### src/rtl/mcbq_pkg.sv
// ----------------------------------------------------------------------------
// mcbq_pkg
// Shared types, constants and saturating arithmetic for the multichannel
// Q30 biquad.
// ----------------------------------------------------------------------------
package mcbq_pkg;

    localparam int CH_W        = 5;
    localparam int DATA_W      = 32;
    localparam int PROD_W      = 2 * DATA_W;
    localparam int FRAC_W      = 30;
    localparam int ENABLE_BITS = 21;
    localparam int CFG_IDX_W   = 3;
    localparam int CFG_DATA_W  = 32;
    localparam int QUEUE_DEPTH = 4;
    localparam int QPTR_W      = $clog2(QUEUE_DEPTH);
    localparam int QCNT_W      = QPTR_W + 1;

    localparam logic signed [DATA_W-1:0] COEF_B0_RESET = 32'sh4000_0000;
    localparam logic [ENABLE_BITS-1:0]   ENABLE_RESET  = 21'h1F_FFFF;
    localparam logic signed [DATA_W-1:0] SAT_MAX       = 32'sh7FFF_FFFF;
    localparam logic signed [DATA_W-1:0] SAT_MIN       = 32'sh8000_0000;

    typedef enum logic [CFG_IDX_W-1:0] {
        REG_COEF_B0     = 3'd0,
        REG_COEF_B1     = 3'd1,
        REG_COEF_B2     = 3'd2,
        REG_COEF_A1     = 3'd3,
        REG_COEF_A2     = 3'd4,
        REG_CHAN_ENABLE = 3'd5
    } t_reg_index;

    typedef struct packed {
        logic [CH_W-1:0]          channel;
        logic signed [DATA_W-1:0] sample_in;
    } t_in_item;

    typedef struct packed {
        logic [CH_W-1:0]          channel_out;
        logic signed [DATA_W-1:0] sample_out;
    } t_out_item;

    typedef struct packed {
        logic signed [DATA_W-1:0] b0;
        logic signed [DATA_W-1:0] b1;
        logic signed [DATA_W-1:0] b2;
        logic signed [DATA_W-1:0] a1;
        logic signed [DATA_W-1:0] a2;
    } t_coefs;

    // Classified request as it waits between front and back
    typedef struct packed {
        logic [CH_W-1:0]          channel;
        logic signed [DATA_W-1:0] sample;
        logic                     in_range;
        logic                     enabled;
    } t_q_entry;

    // One channel's delay line as stored
    typedef struct packed {
        logic signed [DATA_W-1:0] x1;
        logic signed [DATA_W-1:0] x2;
        logic signed [DATA_W-1:0] y1;
        logic signed [DATA_W-1:0] y2;
    } t_line;

    // Request context carried down the arithmetic pipeline
    typedef struct packed {
        logic [CH_W-1:0]          channel;
        logic                     in_range;
        logic                     enabled;
        logic signed [DATA_W-1:0] x0;
        logic signed [DATA_W-1:0] x1;
        logic signed [DATA_W-1:0] y1;
    } t_ctx;

    // Arithmetic shift right by the fraction width, then clamp to 32 bits
    function automatic logic signed [DATA_W-1:0] sat_prod(
        input logic signed [PROD_W-1:0] p
    );
        logic [2:0] top;
        top = p[PROD_W-1:PROD_W-3];
        if (top == 3'b000 || top == 3'b111) begin
            return p[FRAC_W+DATA_W-1:FRAC_W];
        end else if (p[PROD_W-1]) begin
            return SAT_MIN;
        end else begin
            return SAT_MAX;
        end
    endfunction

    function automatic logic signed [DATA_W-1:0] sat_addsub(
        input logic signed [DATA_W-1:0] a,
        input logic signed [DATA_W-1:0] b,
        input logic                     sub
    );
        logic signed [DATA_W:0] s;
        if (sub) begin
            s = {a[DATA_W-1], a} - {b[DATA_W-1], b};
        end else begin
            s = {a[DATA_W-1], a} + {b[DATA_W-1], b};
        end
        if (s[DATA_W] != s[DATA_W-1]) begin
            return s[DATA_W] ? SAT_MIN : SAT_MAX;
        end
        return s[DATA_W-1:0];
    endfunction

endpackage

### src/rtl/mcbq_front.sv
// ----------------------------------------------------------------------------
// mcbq_front
// Accepts input requests, tags them with range and enable status and holds
// them in a short queue for the arithmetic back end.
// ----------------------------------------------------------------------------
module mcbq_front #(
    parameter int CHANNELS = 21
) (
    input  logic                                 i_clk,
    input  logic                                 i_rst_n,
    input  logic                                 i_in_valid,
    output logic                                 o_in_stall,
    input  mcbq_pkg::t_in_item                   i_in_item,
    input  logic [mcbq_pkg::ENABLE_BITS-1:0]     i_enable,
    output logic                                 o_q_valid,
    output mcbq_pkg::t_q_entry                   o_q_entry,
    input  logic                                 i_q_pop
);
    import mcbq_pkg::*;

    localparam logic [7:0] CHAN_LIMIT = 8'(CHANNELS);

    t_q_entry            r_queue [QUEUE_DEPTH];
    logic [QPTR_W-1:0]   r_wr_ptr;
    logic [QPTR_W-1:0]   r_rd_ptr;
    logic [QCNT_W-1:0]   r_count;
    logic [QCNT_W-1:0]   n_count;
    logic                push;
    logic                pop;
    logic [31:0]         enable_ext;
    t_q_entry            entry;

    assign o_in_stall = (r_count == QCNT_W'(QUEUE_DEPTH));
    assign push       = i_in_valid && !o_in_stall;
    assign pop        = i_q_pop && (r_count != '0);

    // Channels with no enable bit read as disabled
    assign enable_ext = 32'(i_enable);

    always_comb begin
        entry          = '0;
        entry.channel  = i_in_item.channel;
        entry.sample   = i_in_item.sample_in;
        entry.in_range = ({3'b000, i_in_item.channel} < CHAN_LIMIT);
        entry.enabled  = entry.in_range && enable_ext[i_in_item.channel];
    end

    always_comb begin
        n_count = r_count;
        if (push && !pop) begin
            n_count = r_count + 1'b1;
        end else if (pop && !push) begin
            n_count = r_count - 1'b1;
        end
    end

    always_ff @(posedge i_clk) begin
        if (!i_rst_n) begin
            r_wr_ptr <= '0;
            r_rd_ptr <= '0;
            r_count  <= '0;
        end else begin
            r_count <= n_count;
            if (push) begin
                r_wr_ptr <= r_wr_ptr + 1'b1;
            end
            if (pop) begin
                r_rd_ptr <= r_rd_ptr + 1'b1;
            end
        end
    end

    always_ff @(posedge i_clk) begin
        if (push) begin
            r_queue[r_wr_ptr] <= entry;
        end
    end

    assign o_q_valid = (r_count != '0);
    assign o_q_entry = r_queue[r_rd_ptr];

endmodule

### config.mk
export PLATFORM = sky130hd
export DESIGN_NAME = mcbq_front
export DESIGN_NICKNAME = d
export VERILOG_FILES = /design/src/rtl/mcbq_pkg.sv /design/src/rtl/mcbq_front.sv
export SDC_FILE = /design/constraint.sdc
export NUM_CORES = 1
export LEC_CHECK = 0
export ABC_AREA = 1
export BUFFER_PORTS_ARGS = -buffer_cell sky130_fd_sc_hd__clkbuf_2
export CAP_MARGIN = 10
export CELL_PAD_IN_SITES_DETAIL_PLACEMENT = 2
export CELL_PAD_IN_SITES_GLOBAL_PLACEMENT = 2
export CORE_ASPECT_RATIO = 1.1
export CORE_MARGIN = 1
export CORE_UTILIZATION = 35
export CTS_CLUSTER_DIAMETER = 80
export DETAILED_ROUTE_END_ITERATION = 8
export GPL_ROUTABILITY_DRIVEN = 0
export PLACE_DENSITY_LB_ADDON = 0.1
export SKIP_LAST_GASP = 1
export SYNTH_ARGS = -nofsm -noshare
export SYNTH_HDL_FRONTEND = slang
export SYNTH_SLANG_ARGS = --single-unit
### constraint.sdc
create_clock -name i_clk -period 8.2 [get_ports i_clk]
set_clock_uncertainty 0.15 [all_clocks]
set_input_delay 0.41 -clock i_clk [delete_from_list [all_inputs] [get_ports i_clk]]
set_output_delay 0.41 -clock i_clk [all_outputs]
set_load 0.02 [all_outputs]
==> impl_metrics.json <==
{
  "buffer_ports.inserted": 102,
  "drt-initial-drc-count": 179,
  "post_synth_instance_area_sq_um": 6540,
  "final_critical_path_setup_slack_ns": 5.15,
  "floorplan.die_area_sq_um": 19200,
  "synthDistinctLibCells": 22,
  "grt_util_overall": 0.181,
  "dpl_hpwl_microns": 10400,
  "floorplan.die.height_microns": 145,
  "placement_rows": 52,
  "num-nets-final": 679,
  "number_of_flip_flops_and_latches_in_the_synthesized_netlist": 165,
  "wire_per_inst_microns": 19.1,
  "pwr-share-clk": 0.316,
  "synth_top_area_frac": 0.716,
  "postSynthAreaPerCell_sq_um": 12.8,
  "grt_start_max_net_pins": 79,
  "internal_power_mw": 1.65,
  "synthDominantAreaCellType": "sky130_fd_sc_hd__edfxtp_1",
  "inserted_clock_buffers": 17,
  "coreArea_sq_um": 18300,
  "yosysWarnings": 0,
  "layout-drive-gt1-share": 0.237,
  "cts_setup_buffers": 0,
  "die_x_microns": 132,
  "cts.clk_slew.worst_paths_ns": 0.06,
  "worst_path_max_delay_cell": "sky130_fd_sc_hd__dfxtp_2",
  "leakage_nw": 2.93,
  "routed_via_density": 5.05,
  "via_count_of_the_first_global_routing_pass": 4845,
  "critical_path.max_fanout": 42,
  "power_density_nw_per_um2": 313,
  "timing.critical_path.buf_inv": 2,
  "data_required_critical_path_ns": 7.64,
  "hold_viol": 0,
  "drtAntennaViolNets": 0,
  "slew_violations": 0,
  "drt-pass1-iter-count": 4,
  "fmax_mhz": 328,
  "power_switching_share": 0.327,
  "grt_setup_unrepaired": "no",
  "worstReg2RegStart": "r_count[0]$_SDFFE_PN0P_",
  "max_slew.worst_pin.slew_ns": 0.805,
  "route.final.wire_length_microns": 16600,
  "worstSetupEndpointType": "output port",
  "dr_total_vias": 4380,
  "remaining_drc_errors": 0,
  "power_frac_comb": 0.244,
  "worst_setup_path_start_kind": "flip-flop",
  "outcome": "completed",
  "peakVddDrop_mv": 0.153,
  "ys_seq_area_frac": 0.744,
  "hold_path_class": "input port to flip-flop",
  "synthesis.instances": 512,
  "clk_path_buf_depth": 2,
  "critPathMaxStageDelay_ns": 0.82,
  "clk-insertion-delay-late_ns": 0.42,
  "first_pass_grt_wire_length_microns": 26200,
  "cp_cell_sequence": "buf_4 -> o21ai_0 -> o22ai_1 -> clkbuf_2",
  "max_cap_violations": 0,
  "cts_tree": "yes",
  "p_seq_frac": 0.440,
  "dpl_worst_slack_ns": 5.48,
  "cts_hold_buf": 0,
  "setup_total_negative_slack_ns": 0,
  "boundaryPins": 103,
  "synth.net_count": 580,
  "hp-start": "i_in_item[30]",
  "netSwitchingPower_mw": 0.803,
  "syn2layout_area_growth_pct": 19.8,
  "count_of_inserted_antenna_diode_cells": 0,
  "data_arrival_time_of_the_critical_path_ns": 2.49,
  "setup-violations-final": 0,
  "period_minus_slack_ns": 3.05,
  "max-slew-margin-rel": 0.463,
  "synth.area.top_cells": "sky130_fd_sc_hd__edfxtp_1, sky130_fd_sc_hd__o21ai_0, sky130_fd_sc_hd__nor2_1",
  "total_number_of_clock_tree_sinks": 165,
  "path_delay_family": "flip-flops",
  "worstSetupPathType": "flip-flop to output port",
  "gr-total-overflow": 0,
  "htree_levels": 4,
  "initial_core_util": 0.356,
  "cts.repair.resized": 0,
  "layout_worst_path_cycle_share": 0.372,
  "antenna_found_initial": 1,
  "root_buffer": "sky130_fd_sc_hd__clkbuf_16"
}
-- cell families after synthesis --
kind of cell,Yosys count,synth area share
compound gates,134,0.110
fa+ha+maj,6,0.0126
simple gates,142,0.0851
flops,165,0.744
buf+inv,65,0.0482
-- through the flow --
step | cells | instance area, sq um | total power [mW] | hold WS, ns | utilization
6_report | 867 | 7830 | 2.45 | 0.0559 | 0.427
5_1_grt | 867 | 7830 | 2.58 | 0.0479 | 0.427
4_1_cts | 867 | 7830 | 2.49 | 0.0421 | 0.427
3_5_place_dp | 835 | 7250 | 1.71 | 0.316 | 0.395
3_3_place_gp | 835 | 7250 | 1.68 | 0.297 | 0.395
2_1_floorplan | 512 | 6540 | 1.48 | 0.283 | -
-- sequential cells by signal (all words and copies together) (netlist names), named ones only --
register / flops
r_rd_ptr: 2
r_queue: 156
r_wr_ptr: 2
r_count: 3
-- power by group through the flow --
stage                     Sequential, mW  Combinational [mW]  Clock (mW)
after floorplan                     1.07               0.412           0
after global placement              1.09               0.588           0
after detailed placement            1.10               0.610           0
after CTS                           1.08               0.615       0.789
after global routing                1.09               0.661       0.825
final                               1.08               0.598       0.775
-- layer usage --
metal	track usage	wire length (microns)	up-vias
li1	-	-	2044
met1	0.215	7030	2221
met2	0.329	8740	98
met3	0.0369	593	15
met4	0.0552	184	2
met5	0	10	-
-- synthesized netlist by cell type, drive strengths merged --
library cell and count:
buf 20, edfxtp 156, nor2 88, o22ai 39, inv 38, nand4 2
clkbuf 7, dfxtp 9, a21oi 9, nand3 13, fa 1, o21ai 85
ha 5, nand2 39, a31oi 1
-- final cells by class --
class | count | area [sq um]
clock buffers | 20 | 447
clock inverters | 12 | 133
inverters | 38 | 145
well taps | 243 | 304
repair buffers | 107 | 548
flip-flops and latches | 165 | 4870
fillers | 1896 | 10500
multi-input cells | 282 | 1390
-- final timing paths --
path,slack (ns),depth (start not counted),to
setup / recovery,5.15,4,o_q_entry[1]
hold / removal,0.06,1,r_queue[2][32]$_DFFE_PP_
setup reg to reg,5.70,5,r_queue[1][28]$_DFFE_PP_
hold reg to reg,0.33,2,r_rd_ptr[1]$_SDFFE_PN0P_
-- placed cells by master (no fill, tap or decap), drive strengths merged --
master | netlist | layout
edfxtp | 156 | 156
clkbuf | 7 | 122
nor2 | 88 | 88
o21ai | 85 | 85
nand2 | 39 | 39
o22ai | 39 | 39
inv | 38 | 38
nand3 | 13 | 13
a21oi | 9 | 9
dfxtp | 9 | 9
clkinv | 0 | 7
ha | 5 | 5
buf | 20 | 5
clkinvlp | 0 | 3
nand4 | 2 | 2
bufinv | 0 | 2
a31oi | 1 | 1
fa | 1 | 1
No activity file was read; power rests on OpenSTA's default activity.
